[config.mk]
export PLATFORM = sky130hd
export DESIGN_NAME = ptrm_back
export DESIGN_NICKNAME = d
export VERILOG_FILES = /design/src/sv/ptrm_pkg.sv /design/src/sv/ptrm_back.sv
export SDC_FILE = /design/constraint.sdc
export NUM_CORES = 2
export LEC_CHECK = 0
export BUFFER_PORTS_ARGS = -buffer_cell sky130_fd_sc_hd__buf_2
export CAP_MARGIN = 10
export CORE_ASPECT_RATIO = 0.9
export CORE_MARGIN = 5
export CORE_UTILIZATION = 30
export DETAILED_ROUTE_END_ITERATION = 10
export PLACE_DENSITY_LB_ADDON = 0.08
export SETUP_SLACK_MARGIN = 0.1
export SYNTH_ARGS = -nofsm -noshare
export SYNTH_HDL_FRONTEND = slang
export SYNTH_SLANG_ARGS = --single-unit
[constraint.sdc]
create_clock -name clk -period 43.6 [get_ports clk]
set_input_delay 6.54 -clock clk [delete_from_list [all_inputs] [get_ports clk]]
set_output_delay 6.54 -clock clk [all_outputs]
set_load 0.02 [all_outputs]
[src/sv/ptrm_pkg.sv]
package ptrm_pkg;

    localparam int MAX_TASKS = 16;
    localparam int SLOT_W = (MAX_TASKS > 1) ? $clog2(MAX_TASKS) : 1;
    localparam int CNT_W = $clog2(MAX_TASKS + 1);
    localparam int QUEUE_DEPTH = 2;

    localparam logic [1:0] OP_TICK = 2'd0;
    localparam logic [1:0] OP_SET  = 2'd1;
    localparam logic [1:0] OP_WAIT = 2'd2;
    localparam logic [1:0] OP_STAT = 2'd3;

    localparam logic [2:0] EV_MISS    = 3'd0;
    localparam logic [2:0] EV_RELEASE = 3'd1;
    localparam logic [2:0] EV_SUSPEND = 3'd2;
    localparam logic [2:0] EV_RESUME  = 3'd3;
    localparam logic [2:0] EV_STATS   = 3'd4;

    typedef struct packed {
        logic [1:0]  opcode;
        logic [3:0]  task_index;
        logic [15:0] period_ticks;
        logic [15:0] deadline_ticks;
        logic [15:0] phase_ticks;
        logic        has_successor;
        logic [3:0]  successor_index;
    } cmd_t;

    typedef struct packed {
        logic [2:0]  event_kind;
        logic [3:0]  event_task;
        logic [31:0] activation_total;
        logic [15:0] miss_total;
        logic        last_event;
    } result_t;

    typedef enum logic [2:0] {
        JOB_TICK,
        JOB_SET,
        JOB_WAIT,
        JOB_STAT,
        JOB_NOP
    } job_kind_t;

    typedef struct packed {
        job_kind_t         kind;
        logic [SLOT_W-1:0] slot;
        logic [15:0]       period;
        logic [15:0]       deadline;
        logic [15:0]       phase;
        logic              succ_valid;
        logic [3:0]        succ_index;
        logic [CNT_W-1:0]  walk_count;
    } job_t;

    typedef enum logic [3:0] {
        ST_IDLE,
        ST_LOAD,
        ST_DUE,
        ST_DIV,
        ST_REL,
        ST_NEXT,
        ST_SELF,
        ST_SUCC,
        ST_STAT,
        ST_FIN
    } back_state_t;

endpackage

[src/sv/ptrm_back.sv]
module ptrm_back (
    input  logic            clk,
    input  logic            rst_n,
    input  logic            head_valid,
    input  ptrm_pkg::job_t  head,
    output logic            pop,
    output logic            result_valid,
    output ptrm_pkg::result_t result
);
    import ptrm_pkg::*;

    localparam int DIV_CYCLES = 16;
    localparam int DCNT_W = $clog2(DIV_CYCLES);

    back_state_t       state_reg, state_next;
    logic [SLOT_W-1:0] slot_reg;
    logic [CNT_W-1:0]  count_reg;
    logic [31:0]       tick_reg;
    logic [CNT_W-1:0]  walk_reg;
    logic [SLOT_W-1:0] succ_reg;

    logic [15:0] period_reg [MAX_TASKS];
    logic [15:0] deadline_reg [MAX_TASKS];
    logic [15:0] phase_reg [MAX_TASKS];
    logic [4:0]  successor_reg [MAX_TASKS];
    logic        running_reg [MAX_TASKS];
    logic [31:0] act_reg [MAX_TASKS];
    logic [15:0] miss_reg [MAX_TASKS];

    logic [15:0] w_per_reg, w_dl_reg, w_ph_reg;
    logic        w_run_reg;
    logic [31:0] w_act_reg;
    logic [15:0] w_mis_reg;
    logic [47:0] prod_reg;

    logic [16:0]       rem_reg;
    logic [31:0]       dvd_reg;
    logic [DCNT_W-1:0] dcnt_reg;

    result_t pend_reg;
    logic    pend_valid_reg;
    result_t result_reg, result_next;
    logic    result_valid_reg, result_valid_next;

    logic [SLOT_W-1:0] rd_addr;
    logic [SLOT_W-1:0] walk_slot;
    logic              skip;
    logic              miss;
    logic              run_after;
    logic [15:0]       mis_after;
    logic [48:0]       due;
    logic [31:0]       act_inc;
    logic [16:0]       rem_a, rem_b;
    logic              succ_ok;
    logic              emit_en;
    result_t           emit_word;
    logic              flush;

    assign walk_slot = walk_reg[SLOT_W-1:0];
    assign result_valid = result_valid_reg;
    assign result = result_reg;
    assign pop = (state_reg == ST_IDLE) && head_valid;

    always_comb
    begin
        unique case (state_reg)
            ST_SUCC: rd_addr = succ_reg;
            ST_LOAD: rd_addr = walk_slot;
            default: rd_addr = slot_reg;
        endcase
    end

    assign skip = (tick_reg < {16'd0, w_ph_reg});
    assign due = {33'd0, w_ph_reg} + {33'd0, w_dl_reg} + {1'b0, prod_reg};
    assign miss = (w_per_reg != '0) && (w_dl_reg != '0) && w_run_reg && (due < {17'd0, tick_reg});
    assign run_after = w_run_reg && !miss;
    assign mis_after = (miss && w_mis_reg != 16'hFFFF) ? w_mis_reg + 16'd1 : w_mis_reg;
    assign act_inc = (w_act_reg != 32'hFFFFFFFF) ? w_act_reg + 32'd1 : w_act_reg;
    assign succ_ok = successor_reg[rd_addr][4] && (int'(successor_reg[rd_addr][3:0]) < MAX_TASKS);

    always_comb
    begin
        logic [16:0] t;
        t = {rem_reg[15:0], dvd_reg[31]};
        rem_a = (t >= {1'b0, w_per_reg}) ? t - {1'b0, w_per_reg} : t;
        t = {rem_a[15:0], dvd_reg[30]};
        rem_b = (t >= {1'b0, w_per_reg}) ? t - {1'b0, w_per_reg} : t;
    end

    always_comb
    begin
        state_next = state_reg;
        unique case (state_reg)
            ST_IDLE:
            begin
                if (head_valid)
                begin
                    unique case (head.kind)
                        JOB_TICK: state_next = (head.walk_count == '0) ? ST_IDLE : ST_LOAD;
                        JOB_WAIT: state_next = ST_SELF;
                        JOB_STAT: state_next = ST_STAT;
                        default:  state_next = ST_IDLE;
                    endcase
                end
            end
            ST_LOAD: state_next = ST_DUE;
            ST_DUE:
            begin
                if (skip || w_per_reg == '0 || run_after)
                begin
                    state_next = ST_NEXT;
                end
                else
                begin
                    state_next = ST_DIV;
                end
            end
            ST_DIV:  state_next = (dcnt_reg == DCNT_W'(DIV_CYCLES - 1)) ? ST_REL : ST_DIV;
            ST_REL:  state_next = ST_NEXT;
            ST_NEXT: state_next = (walk_reg + 1'b1 == count_reg) ? ST_FIN : ST_LOAD;
            ST_SELF: state_next = succ_ok ? ST_SUCC : ST_FIN;
            ST_SUCC: state_next = ST_FIN;
            ST_STAT: state_next = ST_FIN;
            ST_FIN:  state_next = ST_IDLE;
            default: state_next = ST_IDLE;
        endcase
    end

    always_comb
    begin
        emit_en = 1'b0;
        flush = 1'b0;
        emit_word.event_kind = EV_STATS;
        emit_word.event_task = 4'(rd_addr);
        emit_word.activation_total = act_reg[rd_addr];
        emit_word.miss_total = miss_reg[rd_addr];
        emit_word.last_event = 1'b0;
        unique case (state_reg)
            ST_DUE:
            begin
                emit_en = !skip && miss;
                emit_word.event_kind = EV_MISS;
                emit_word.event_task = 4'(walk_slot);
                emit_word.activation_total = w_act_reg;
                emit_word.miss_total = mis_after;
            end
            ST_REL:
            begin
                emit_en = (rem_reg == '0);
                emit_word.event_kind = EV_RELEASE;
                emit_word.event_task = 4'(walk_slot);
                emit_word.activation_total = act_inc;
                emit_word.miss_total = w_mis_reg;
            end
            ST_SELF:
            begin
                emit_en = 1'b1;
                emit_word.event_kind = EV_SUSPEND;
            end
            ST_SUCC:
            begin
                emit_en = 1'b1;
                emit_word.event_kind = EV_RESUME;
            end
            ST_STAT:
            begin
                emit_en = 1'b1;
            end
            ST_FIN:
            begin
                flush = 1'b1;
            end
            default:
            begin
                emit_en = 1'b0;
            end
        endcase
    end

    always_comb
    begin
        result_valid_next = 1'b0;
        result_next = pend_reg;
        if (pend_valid_reg && (emit_en || flush))
        begin
            result_valid_next = 1'b1;
            result_next.last_event = flush;
        end
    end

    always_ff @(posedge clk or negedge rst_n)
    begin
        if (!rst_n)
        begin
            state_reg <= ST_IDLE;
            tick_reg <= '0;
            pend_valid_reg <= 1'b0;
            result_valid_reg <= 1'b0;
            for (int i = 0; i < MAX_TASKS; i++)
            begin
                period_reg[i] <= '0;
                deadline_reg[i] <= '0;
                phase_reg[i] <= '0;
                successor_reg[i] <= '0;
                running_reg[i] <= 1'b1;
                act_reg[i] <= '0;
                miss_reg[i] <= '0;
            end
        end
        else
        begin
            state_reg <= state_next;
            result_valid_reg <= result_valid_next;
            if (emit_en)
            begin
                pend_valid_reg <= 1'b1;
            end
            else if (flush)
            begin
                pend_valid_reg <= 1'b0;
            end
            unique case (state_reg)
                ST_IDLE:
                begin
                    if (head_valid && head.kind == JOB_TICK && tick_reg != 32'hFFFFFFFF)
                    begin
                        tick_reg <= tick_reg + 32'd1;
                    end
                    if (head_valid && head.kind == JOB_SET)
                    begin
                        period_reg[head.slot] <= head.period;
                        deadline_reg[head.slot] <= head.deadline;
                        phase_reg[head.slot] <= head.phase;
                        successor_reg[head.slot] <= {head.succ_valid, head.succ_index};
                    end
                end
                ST_DUE:
                begin
                    if (!skip && miss)
                    begin
                        running_reg[walk_slot] <= 1'b0;
                        miss_reg[walk_slot] <= mis_after;
                    end
                end
                ST_REL:
                begin
                    if (rem_reg == '0)
                    begin
                        running_reg[walk_slot] <= 1'b1;
                        act_reg[walk_slot] <= act_inc;
                    end
                end
                ST_SELF:
                begin
                    running_reg[rd_addr] <= 1'b0;
                end
                default:
                begin
                end
            endcase
        end
    end

    always_ff @(posedge clk)
    begin
        if (emit_en)
        begin
            pend_reg <= emit_word;
        end
        result_reg <= result_next;
        unique case (state_reg)
            ST_IDLE:
            begin
                slot_reg <= head.slot;
                count_reg <= head.walk_count;
                walk_reg <= '0;
            end
            ST_LOAD:
            begin
                w_per_reg <= period_reg[rd_addr];
                w_dl_reg <= deadline_reg[rd_addr];
                w_ph_reg <= phase_reg[rd_addr];
                w_run_reg <= running_reg[rd_addr];
                w_act_reg <= act_reg[rd_addr];
                w_mis_reg <= miss_reg[rd_addr];
                prod_reg <= period_reg[rd_addr] * act_reg[rd_addr];
            end
            ST_DUE:
            begin
                w_mis_reg <= mis_after;
                rem_reg <= '0;
                dvd_reg <= tick_reg - {16'd0, w_ph_reg};
                dcnt_reg <= '0;
            end
            ST_DIV:
            begin
                rem_reg <= rem_b;
                dvd_reg <= {dvd_reg[29:0], 2'b00};
                dcnt_reg <= dcnt_reg + 1'b1;
            end
            ST_NEXT:
            begin
                walk_reg <= walk_reg + 1'b1;
            end
            ST_SELF:
            begin
                succ_reg <= SLOT_W'(successor_reg[rd_addr][3:0]);
            end
            default:
            begin
            end
        endcase
    end

endmodule

==> impl_metrics.toml <==
[outcome]
outcome = "finished, final reports clean"

[global_routing]
grt_pass1_vias = 83575
grt_pass1_wl_mm = 577
grt_max_degree = 143
grt_overflow = 0
antenna_found_initial = 45
grt_usage_pct = 20.0

[die]
chipHeight_um = 585
core_um2 = 366000
ioPinCount = 126
die_w_um = 649
row_count = 211
dieArea_um2 = 380000
initial_utilization_pct = 30.1

[cells_and_area]
largest_register_ffs = 512
nets = 11579
syn_to_final_growth_pct = 12.4
seqCellArea_um2 = 51100
layout-drive-gt1-share_pct = 17.2
fin_area_um2 = 124000
final_common_cell = "nand2_1"
layout_common_cells = "2,108 x nand2_1, 1,654 x dfrtp_1, 1,047 x mux2_2"
fillers = 37436
multiInputGateArea_um2 = 54000

[clock_network]
clkTransAtPathRegs_ps = 60
cts_made_buffers = 239
cts_tree = "done"
cts_sinks = 1997
cts.repair.resized = 0
clockRootBuffer = "clkbuf_16"
clock_latency_ps = 960
postCtsSetupRepairBufs = 0
clk_path_buf_depth = 4
holdBufCountCts = 0
htreeDepth = 4

[timing]
timing.hold.ws_ps = 313
relSlewSlack_pct = 21.5
max_freq_mhz = 71.6
skew_ps = 57.6
slew_violations = 0
period_share_pct = 32.0
setup_ws_ps = 29630
hold_viol_final = 0
finalSetupViolations = 0
tns_ps = 0
rsz0062_at_grt = "false"
fin_crit_ps = 13970
worstMarginPinSlew_ps = 1170

[drt]
wl_met2_mm = 182
topRoutingLayerUsed = "met5"
drc = 0
first_iter_violations = 5524
wl_per_cell_um = 24.1
vias = 81317
wl_met3_mm = 15.1
drtPass1Iterations = 6
wl_met1_mm = 177
avgViaCountPerCell = 5.10
totalWireLength_mm = 384
drtAntennaViolNets = 0

[placed_design]
placed_area_um2 = 116000
numPortBuffers = 125
dp_slack_ps = 29670
hpwl_mm = 240
gp_congestion = 0.855

[synthesis]
netlist_instances = 11057
ys_warn_count = 0
syn_nets = 11786
async_flop_share_pct = 83.6
syn_area_um2 = 110000
ys.flop_type = "dfrtp_1"
synth_edf_count = 271
synth-seq-cells = 1997
synth_seq_area_share_pct = 46.3
syn_avg_cell_area_um2 = 9.97
yosys.cell_types.count = 86

[setup_path]
cp_max_fo = 67
start_kind = "register"
critPathArrivalTime_ps = 14670
slowest_delay_ps = 820
cp.required_ps = 44300
cp_slowest_cell = "buf_4"
worst-setup-path-type = "register to register"
endpoint_kind = "register"

[min_path]
min_path_type = "register to register"

[run]
maxCapViolCount = 0
[worst paths after layout]
path / depth (start not counted) / startpoint / to / slack, ps
max in group asynchronous: 8 / rst_n / phase_reg[42] / 31950
min: 0 / pend_reg[15] / result[15] / 310
max reg2reg: 37 / state_reg[0] / prod_reg[45] / 29630
min reg2reg: 0 / pend_reg[15] / result[15] / 310
max: 37 / state_reg[0] / prod_reg[45] / 29630
min in group asynchronous: 1 / rst_n / miss_reg[104] / 5540
[worst max-delay path: cells and delay by family (launching register included)]
kind	cells	cell delay, ps
flops	1	470
simple gates	9	2270
compound gates	10	2990
xor+xnor	1	140
buf+inv	10	4230
fa+ha+maj	7	3420
[kinds of logic (layout without fill, tap and decap cells)]
kind of cell / Yosys count / count (layout) / synth area share (%)
adders and majority gates: 661 / 661 / 10.5
AOI/OAI and AO/OA: 1438 / 1438 / 8.50
xor gates and xnor gates: 210 / 210 / 1.69
muxes: 1135 / 1135 / 11.6
buffers and inverters: 1408 / 1401 / 5.03
and+or+nand+nor: 4208 / 4208 / 16.4
other: 0 / 11 / 0
DFF: 1997 / 1997 / 46.3
[final cells by class]
type | instances | area share (%)
multi-input combinational | 7652 | 43.6
sequential | 1997 | 41.2
clock buffer | 346 | 5.59
tap | 4899 | 4.95
timing repair buffer | 344 | 1.92
inverter | 616 | 1.87
clock inverter | 95 | 0.855
antenna | 11 | 0.0222
[metrics by stage]
stage          util [%]  cells
6_report           33.8  15960
5_1_grt            33.8  15952
4_1_cts            33.8  15943
3_5_place_dp       31.6  15502
3_3_place_gp       31.6  15502
2_1_floorplan         -  11057
[synth_stat cells, types with 107 or more instances]
cell type	instances	area [um2]
and3_1	183	1140
a21o_1	114	856
mux2_2	1047	11800
o21ai_0	107	536
nand2_1	2120	7960
inv_1	599	2250
fa_1	438	8770
a31oi_1	117	732
a21oi_1	617	3090
buf_2	149	746
nand3_1	691	3460
xnor2_1	140	1230
ha_1	223	2790
edfxtp_1	271	8140
dfrtp_1	1654	41400
a311oi_1	251	2200
nor2_1	931	3490
clkbuf_1	571	2140
[metal layers]
metal  vias to the layer above  track usage, %
met1                     42084            27.5
met3                       500            2.38
li1                      37096               -
met5                         -               0
met4                         2            5.12
met2                      1635            33.5
Power is left out: the tool's default activity adds up to more than one toggle a clock period on the data nets, which glitch-free logic cannot reach.
