### src/sv/ptrm_pkg.sv
package ptrm_pkg;

    localparam int MAX_TASKS = 16;
    localparam int SLOT_W = (MAX_TASKS > 1) ? $clog2(MAX_TASKS) : 1;
    localparam int CNT_W = $clog2(MAX_TASKS + 1);
    localparam int QUEUE_DEPTH = 2;

    localparam logic [1:0] OP_TICK = 2'd0;
    localparam logic [1:0] OP_SET  = 2'd1;
    localparam logic [1:0] OP_WAIT = 2'd2;
    localparam logic [1:0] OP_STAT = 2'd3;

    localparam logic [2:0] EV_MISS    = 3'd0;
    localparam logic [2:0] EV_RELEASE = 3'd1;
    localparam logic [2:0] EV_SUSPEND = 3'd2;
    localparam logic [2:0] EV_RESUME  = 3'd3;
    localparam logic [2:0] EV_STATS   = 3'd4;

    typedef struct packed {
        logic [1:0]  opcode;
        logic [3:0]  task_index;
        logic [15:0] period_ticks;
        logic [15:0] deadline_ticks;
        logic [15:0] phase_ticks;
        logic        has_successor;
        logic [3:0]  successor_index;
    } cmd_t;

    typedef struct packed {
        logic [2:0]  event_kind;
        logic [3:0]  event_task;
        logic [31:0] activation_total;
        logic [15:0] miss_total;
        logic        last_event;
    } result_t;

    typedef enum logic [2:0] {
        JOB_TICK,
        JOB_SET,
        JOB_WAIT,
        JOB_STAT,
        JOB_NOP
    } job_kind_t;

    typedef struct packed {
        job_kind_t         kind;
        logic [SLOT_W-1:0] slot;
        logic [15:0]       period;
        logic [15:0]       deadline;
        logic [15:0]       phase;
        logic              succ_valid;
        logic [3:0]        succ_index;
        logic [CNT_W-1:0]  walk_count;
    } job_t;

    typedef enum logic [3:0] {
        ST_IDLE,
        ST_LOAD,
        ST_DUE,
        ST_DIV,
        ST_REL,
        ST_NEXT,
        ST_SELF,
        ST_SUCC,
        ST_STAT,
        ST_FIN
    } back_state_t;

endpackage

### src/sv/ptrm_front.sv
module ptrm_front (
    input  logic          clk,
    input  logic          rst_n,
    input  logic          start,
    output logic          busy,
    input  ptrm_pkg::cmd_t cmd,
    input  logic          cfg_valid,
    output logic          cfg_ready,
    input  logic [4:0]    cfg_data,
    output logic          head_valid,
    output ptrm_pkg::job_t head,
    input  logic          pop
);
    import ptrm_pkg::*;

    localparam int PTR_W = $clog2(QUEUE_DEPTH);
    localparam int QCNT_W = $clog2(QUEUE_DEPTH + 1);

    logic [4:0]        active_reg;
    job_t              queue_reg [QUEUE_DEPTH];
    logic [PTR_W-1:0]  wr_ptr_reg;
    logic [PTR_W-1:0]  rd_ptr_reg;
    logic [QCNT_W-1:0] fill_reg;
    job_t              job;
    logic              push;

    assign cfg_ready = 1'b1;
    assign busy = (fill_reg == QCNT_W'(QUEUE_DEPTH));
    assign push = start && !busy;
    assign head_valid = (fill_reg != '0);
    assign head = queue_reg[rd_ptr_reg];

    always_comb
    begin
        job.slot = SLOT_W'(cmd.task_index);
        job.period = cmd.period_ticks;
        job.deadline = cmd.deadline_ticks;
        job.phase = cmd.phase_ticks;
        job.succ_valid = cmd.has_successor;
        job.succ_index = cmd.successor_index;
        if (int'(active_reg) > MAX_TASKS)
        begin
            job.walk_count = CNT_W'(MAX_TASKS);
        end
        else
        begin
            job.walk_count = CNT_W'(active_reg);
        end
        unique case (cmd.opcode)
            OP_TICK: job.kind = JOB_TICK;
            OP_SET:  job.kind = JOB_SET;
            OP_WAIT: job.kind = JOB_WAIT;
            default: job.kind = JOB_STAT;
        endcase
        if (cmd.opcode != OP_TICK && int'(cmd.task_index) >= MAX_TASKS)
        begin
            job.kind = JOB_NOP;
        end
    end

    always_ff @(posedge clk or negedge rst_n)
    begin
        if (!rst_n)
        begin
            active_reg <= '0;
            wr_ptr_reg <= '0;
            rd_ptr_reg <= '0;
            fill_reg <= '0;
        end
        else
        begin
            if (cfg_valid && cfg_ready)
            begin
                active_reg <= cfg_data;
            end
            if (push)
            begin
                wr_ptr_reg <= (int'(wr_ptr_reg) == QUEUE_DEPTH - 1) ? '0 : wr_ptr_reg + 1'b1;
            end
            if (pop && head_valid)
            begin
                rd_ptr_reg <= (int'(rd_ptr_reg) == QUEUE_DEPTH - 1) ? '0 : rd_ptr_reg + 1'b1;
            end
            fill_reg <= fill_reg + QCNT_W'(push) - QCNT_W'(pop && head_valid);
        end
    end

    always_ff @(posedge clk)
    begin
        if (push)
        begin
            queue_reg[wr_ptr_reg] <= job;
        end
    end

endmodule

### config.mk
export PLATFORM = sky130hd
export DESIGN_NAME = ptrm_front
export DESIGN_NICKNAME = d
export VERILOG_FILES = /design/src/sv/ptrm_pkg.sv /design/src/sv/ptrm_front.sv
export SDC_FILE = /design/constraint.sdc
export NUM_CORES = 1
export LEC_CHECK = 0
export ABC_AREA = 0
export ABC_CLOCK_PERIOD_IN_PS = 12000
export BUFFER_PORTS_ARGS = -buffer_cell sky130_fd_sc_hd__buf_2
export CAP_MARGIN = 20
export CORE_ASPECT_RATIO = 0.7
export CORE_UTILIZATION = 28
export CTS_BUF_LIST = sky130_fd_sc_hd__clkbuf_2
export DETAILED_ROUTE_END_ITERATION = 12
export MAX_ROUTING_LAYER = met4
export SLEW_MARGIN = 15
export SYNTH_ARGS = -nofsm -noshare
export SYNTH_HDL_FRONTEND = slang
export SYNTH_SLANG_ARGS = --single-unit
### constraint.sdc
create_clock -name clk -period 12 [get_ports clk]
set_input_delay 2.4 -clock clk [delete_from_list [all_inputs] [get_ports clk]]
set_output_delay 2.4 -clock clk [all_outputs]
set_load 0.02 [all_outputs]
==> results of run 1 <==
-- path summary, 6_finish.rpt --
kind | from | endpoint | slack, ns | cells past startpoint
min | fill_reg[1] | fill_reg[1] | 0.52 | 1
max | rd_ptr_reg | head[47] | 7.18 | 3
min in group asynchronous | rst_n | rd_ptr_reg | 1.52 | 1
max in group asynchronous | rst_n | active_reg[3] | 10.28 | 1
min reg2reg | fill_reg[1] | fill_reg[1] | 0.52 | 1
max reg2reg | fill_reg[0] | queue_reg[0][15] | 9.62 | 4
-- per-layer routing --
layer  up-vias  share of wire, %
li1       1202                 -
met1      1259                46
met2       107                45
met3        12               7.9
met4         0               1.4
met5         -                 0
-- power by group --
part	leakage [nW]	internal (mW)	total, mW	switching [mW]
Combinational	1.10	0.249	0.547	0.298
Sequential	1.29	0.651	0.708	0.0571
Clock	0.140	0.116	0.286	0.170
Total	2.54	1.02	1.54	0.525
-- through the flow --
step                      std cells  utilization, %
after floorplan                 238               -
after global placement          597            33.8
after detailed placement        597            33.8
after CTS                       629            35.3
after global routing            630            35.4
final                           630            35.4
-- logic make-up (layout without fill, tap and decap cells) --
logic type	count (synthesis)	after routing	share of synthesized area [%]
DFF	137	137	77.2
muxes	69	69	18.3
buffers and inverters	14	170	2.02
and+or+nand+nor	10	10	1.14
xor gates and xnor gates	4	4	0.665
adders and majority gates	2	2	0.475
other	2	2	0.143
-- critical path: cells and delay by family, from the launching register on --
| family | cells | cell delay, ns |
|---|---|---|
| flops | 1 | 0.88 |
| buf+inv | 2 | 0.46 |
| mux | 1 | 0.36 |
-- layout by cell type, fill, tap and decap left out --
master	instances
and2_4	1
and3_4	1
buf_16	1
buf_2	134
buf_4	1
bufinv_16	3
clkbuf_2	17
clkinv_1	1
clkinv_2	2
clkinv_4	2
clkinvlp_4	5
conb_1	2
dfrtp_1	8
dfrtp_4	1
edfxtp_1	128
ha_1	2
inv_1	2
inv_6	2
mux2_2	19
mux2_4	50
nand2_1	1
nand2b_1	1
nor2_4	1
nor2b_1	4
or2_1	1
xnor2_1	3
xor2_1	1
-- cell type report --
class                   count  area (um^2)
clock inverters            15          176
well taps                 236          295
multi-input cells          87         1100
fillers                  1735        11800
clock buffers              17         85.1
inverters                   2         7.51
repair buffers            136          706
flip-flops and latches    137         4070
==> impl_metrics.csv, run 1 <==
group,metric,value,unit
outcome,status,"finished, violations left",
outcome,violations,"DRC",
place,placed_area,0.00616,mm^2
global_route,grt_first_pass_wirelength,13800,um
synth,async_reset_ff_share,6.57,%
cts,cts_setup_buffers,0,
detailed_routing,wl_per_cell,14.3,um
critical_path,crit_type,"flip-flop to primary output",
floorplan,die_h,117,um
global_route,grt-ovfl-total,0,
cts,clk_pin_slew_worst_paths,0.21,ns
place,dp_hpwl,5780,um
floorplan,row_count,41,
critical_path,slowest_delay,0.88,ns
min_path,hp-class,"flip-flop to flip-flop",
power_and_ir_drop,p_leak,2.54,nW
layout,area_growth,22.4,%
global_route,top_usage_layer,"met2",
cts,ctsResizeCount,0,
timing,worstMarginPinSlew,0.929,ns
synth,syn_avg_cell_area,22.1,um^2
critical_path,critPathArrivalTime,2.42,ns
critical_path,crit_chain,"buf_16 -> mux2_2 -> buf_2",
global_route,use_met3,4.17,%
floorplan,die-area,0.0194,mm^2
critical_path,worstPathMaxFanout,34,
place,port_buffers,134,
power_and_ir_drop,power.density,239,mW/mm^2
cts,cts-root-buf,"clkbuf_2",
critical_path,cp_slowest_cell,"dfrtp_4",
synth,synth_cell_types,20,
cts,insertion_delay,0.68,ns
run,drv_cap,0,
detailed_routing,wl,8990,um
timing,finalHoldViolations,0,
cts,cts_tree,"built",
synth,syn_area,0.00527,mm^2
place,gp_congestion,0.694,
layout,drive_gt1_share,60.9,%
layout,diodes,0,
timing,period_needed,4.82,ns
place,dp_slack,7.65,ns
synth,syn_nets,309,
timing,max_freq,0.208,GHz
synth,synth.most_common_cell,"edfxtp_1",
timing,final.setup.worst_slack,7.18,ns
critical_path,cp-start-kind,"flip-flop",
synth,synth_top_area_share,73.0,%
layout,nets,452,
detailed_routing,ant_nets,0,
synth,synth_top_flop_cell,"edfxtp_1",
layout,largest_reg_flops,128,
power_and_ir_drop,power,1.54,mW
global_route,met2_usage,14.5,%
cts,cts.sinks,137,
detailed_routing,num_vias,2580,
synth,yosysTopAreaCell,"edfxtp_1",
power_and_ir_drop,ir_worst_vdd,0.128,mV
timing,rsz0062_at_grt,"no",
cts,cts_buffers,17,
synth,synth_top_cells_by_count,"edfxtp_1 (128), mux2_4 (50), mux2_2 (19), dfrtp_1 (9), buf_6 (6)",
global_route,grt_antenna_before_repair,0,
synth,yosysWarnings,0,
floorplan,ios,137,
synth,synth_area_leaders,"edfxtp_1 (73%), mux2_4 (14%), dfrtp_1 (4.3%), mux2_2 (4.1%), buf_6 (1.3%)",
timing,timing.setup.tns,0,ns
detailed_routing,firstDrtPassIters,8,
critical_path,critical_path_required,9.60,ns
timing,hold_ws,0.515,ns
timing,relSlewSlack,38.1,%
cts,cts_max_level,4,
timing,slew_violations,0,
synth,ys_seq_area_share,77.2,%
global_route,grt_pass1_vias,2660,
layout,final_area,0.00645,mm^2
cts,cts.path.max_buffers,2,
global_route,grtUsageTotal,10.1,%
detailed_routing,vias_per_cell,4.10,
critical_path,cp-end-kind,"primary output",
floorplan,initial_core_util,28.9,%
detailed_routing,drt_iter0_markers,154,
cts,cts_hold_buf,0,
synth,synth_edf_count,128,
global_route,use_met1,12.4,%
floorplan,die_w,166,um
detailed_routing,drcViolationCount,10,
timing,setup_viol,0,
global_route,grt_start_max_net_pins,66,
timing,worst_clock_skew,0.0386,ns
synth,ys_ff_latch,137,
floorplan,core_region_area,0.0182,mm^2
timing,finalCritPeriodShare,40.2,%
synth,synthCells,238,
Note: power is estimated with default switching activity, not from simulation.
==> inputs of run 2 (changes only) <==
--- a/config.mk
+++ b/config.mk
@@ -5,8 +5,8 @@
 export SDC_FILE = /design/constraint.sdc
 export NUM_CORES = 1
 export LEC_CHECK = 0
-export ABC_AREA = 0
-export ABC_CLOCK_PERIOD_IN_PS = 12000
+export ABC_AREA = 1
+export ABC_CLOCK_PERIOD_IN_PS = 4900
 export BUFFER_PORTS_ARGS = -buffer_cell sky130_fd_sc_hd__buf_2
 export CAP_MARGIN = 20
 export CORE_ASPECT_RATIO = 0.7
==> constraint.sdc (replaced) <==
create_clock -name clk -period 4.9 [get_ports clk]
set_input_delay 0.98 -clock clk [delete_from_list [all_inputs] [get_ports clk]]
set_output_delay 0.98 -clock clk [all_outputs]
set_load 0.02 [all_outputs]
==> run 2 against run 1 <==
The run now ends clean. Via count is 24% higher. Sequential cell count stayed put. Routed wire length is 11% higher. Register-to-register slack worse by 6.6 ns. Largest power group unchanged. Clock power is 110% higher. Sequential power is 130% higher. Critical path depth is 1 higher. Utilization is 0.65 points lower. Cell count is 25% higher. Synthesized cell count is 69% higher.
==> impl_metrics.csv, run 2 <==
group,metric,value,unit
outcome,status,"complete, no violations",
power_and_ir_drop,p_sw_share,39.6,%
detailed_routing,num_vias,3204,
timing,finalCritPeriodShare,67.3,%
detailed_routing,vias_per_cell,4.07,
timing,max_freq,0.303,GHz
global_route,grt_start_max_net_pins,66,
synth,synth.most_common_cell,"nand2_1",
layout,diodes,0,
layout,layout_commonest_cell,"nand2_1",
detailed_routing,drcViolationCount,0,
synth,syn_avg_cell_area,12.8,um^2
synth,syn_area,0.00514,mm^2
cts,cts_hold_buf,0,
cts,cts_setup_buffers,0,
global_route,grt_pass1_vias,3084,
power_and_ir_drop,p_sw,1.44,mW
place,dp_hpwl,6300,um
timing,worstMarginPinSlew,0.956,ns
critical_path,critical_path_required,3.92,ns
place,placed_area,0.00602,mm^2
layout,final_cell_mix,"nand2_1 (211), buf_2 (134), edfxtp_1 (128)",
critical_path,worstPathMaxFanout,65,
power_and_ir_drop,seq_power_share,45.1,%
floorplan,row_count,41,
timing,slew_violations,0,
cts,ctsResizeCount,0,
floorplan,die_h,115,um
detailed_routing,wl_per_cell,12.6,um
timing,rsz0062_at_grt,"no",
synth,synthCells,402,
synth,synth_edf_count,128,
synth,synth_top_cells_by_count,"nand2_1 (211), edfxtp_1 (128), inv_1 (14), buf_4 (10), dfrtp_1 (9)",
synth,synth_top_flop_cell,"edfxtp_1",
synth,synth_top_area_share,74.8,%
layout,final_area,0.00626,mm^2
synth,ys_seq_area_share,79.1,%
power_and_ir_drop,p_leak,2.74,nW
floorplan,core_region_area,0.0180,mm^2
synth,synth_area_leaders,"edfxtp_1 (75%), nand2_1 (15%), dfrtp_1 (4.4%), buf_4 (1.5%), inv_1 (1.0%)",
timing,worst_clock_skew,0.0141,ns
min_path,hp-class,"primary input to flip-flop",
synth,syn_nets,473,
critical_path,cp-end-kind,"primary output",
layout,area_growth,21.7,%
place,dp.cells,755,
power_and_ir_drop,ir_worst_vdd,0.232,mV
global_route,grt_first_pass_wirelength,15200,um
layout,largest_reg_flops,128,
power_and_ir_drop,p_comb_share,38.1,%
synth,yosysWarnings,0,
detailed_routing,ant_nets,0,
cts,clk_pin_slew_worst_paths,0.19,ns
detailed_routing,drt_iter0_markers,147,
global_route,grt_antenna_before_repair,0,
power_and_ir_drop,intPower,2.20,mW
place,gp_congestion,0.764,
detailed_routing,firstDrtPassIters,4,
layout,nets,611,
critical_path,critPathArrivalTime,2.32,ns
cts,cts-root-buf,"clkbuf_2",
place,port_buffers,134,
timing,relSlewSlack,36.2,%
timing,setup_viol,0,
cts,cts_buffers,17,
global_route,grt-ovfl-total,0,
timing,timing.setup.tns,0,ns
cts,cts.sinks,137,
layout,drive_gt1_share,31.2,%
synth,synth_cell_types,14,
cts,cts_max_level,4,
cts,cts.path.max_buffers,2,
synth,async_reset_ff_share,6.57,%
floorplan,initial_core_util,28.6,%
detailed_routing,wl,9960,um
floorplan,ios,137,
cts,cts_tree,"built",
synth,yosysTopAreaCell,"edfxtp_1",
layout,final_util,34.8,%
timing,period_needed,3.30,ns
run,drv_cap,0,
layout,layout.cells.non_filler,788,
cts,insertion_delay,0.64,ns
global_route,grtUsageTotal,11.4,%
power_and_ir_drop,power.density,582,mW/mm^2
floorplan,die_w,164,um
floorplan,die-area,0.0189,mm^2
synth,ys_ff_latch,137,
power_and_ir_drop,power_frac_clock,16.7,%
timing,finalHoldViolations,0,
critical_path,crit_type,"flip-flop to primary output",
critical_path,cp-start-kind,"flip-flop",
-- run 2: worst max-delay path, stage by stage, from the launching register on --
cell and delay [ns]:
dfrtp_2 0.40, clkinv_2 0.72, nand2_1 0.25, nand2_1 0.11, buf_2 0.17
-- run 2: final cells by class --
cell class	instances	area [um^2]
Clock buffer	21	105
Clock inverter	10	104
Fill cell	1783	11700
Inverter	15	57.6
Multi-Input combinational cell	230	903
Sequential cell	137	4070
Tap cell	236	295
Timing Repair Buffer	139	723
-- run 2: path summary, 6_finish.rpt --
kind | start | to | slack [ns] | cells past startpoint
max | rd_ptr_reg | head[32] | 1.60 | 4
min | cmd[47] | queue_reg[0][52] | 0.50 | 1
max reg2reg | wr_ptr_reg | queue_reg[0][38] | 3.04 | 5
min reg2reg | wr_ptr_reg | wr_ptr_reg | 0.54 | 2
max in group asynchronous | rst_n | rd_ptr_reg | 4.01 | 2
min in group asynchronous | rst_n | fill_reg[1] | 0.69 | 2
-- run 2: cell families (layout without fill, tap and decap cells) --
family	after synthesis	after routing	share of synthesized area, %
AOI/OAI and AO/OA	9	9	0.876
adders and majority gates	2	2	0.487
buffers and inverters	35	185	3.43
DFF	137	137	79.1
other	2	2	0.146
and+or+nand+nor	217	217	15.9
-- run 2: power groups by stage --
| stage | clock (mW) | sequential (mW) | combinational (mW) |
|---|---|---|---|
| 3_5_place_dp | 0 | 1.68 | 1.41 |
| 3_3_place_gp | 0 | 1.67 | 1.38 |
| 2_1_floorplan | 0 | 1.68 | 0.943 |
| 5_1_grt | 0.696 | 1.67 | 1.55 |
| 6_report | 0.610 | 1.64 | 1.39 |
| 4_1_cts | 0.646 | 1.65 | 1.41 |
-- run 2: routing by layer --
layer / share of wire (%) / vias up / global-route usage [%]
met2: 44 / 105 / 17.5
met3: 6.0 / 7 / 4.83
li1: - / 1605 / -
met4: 0.57 / 0 / 2.90
met5: 0 / - / -
met1: 49 / 1487 / 13.7
-- run 2: metrics by stage --
step | setup slack [ns] | hold slack (ns) | total power [mW]
5_1_grt | 1.20 | 0.336 | 3.91
6_report | 1.60 | 0.500 | 3.64
3_5_place_dp | 2.09 | 0.509 | 3.09
2_1_floorplan | 0.674 | 0.442 | 2.62
3_3_place_gp | 2.16 | 0.454 | 3.05
4_1_cts | 1.39 | 0.0353 | 3.71
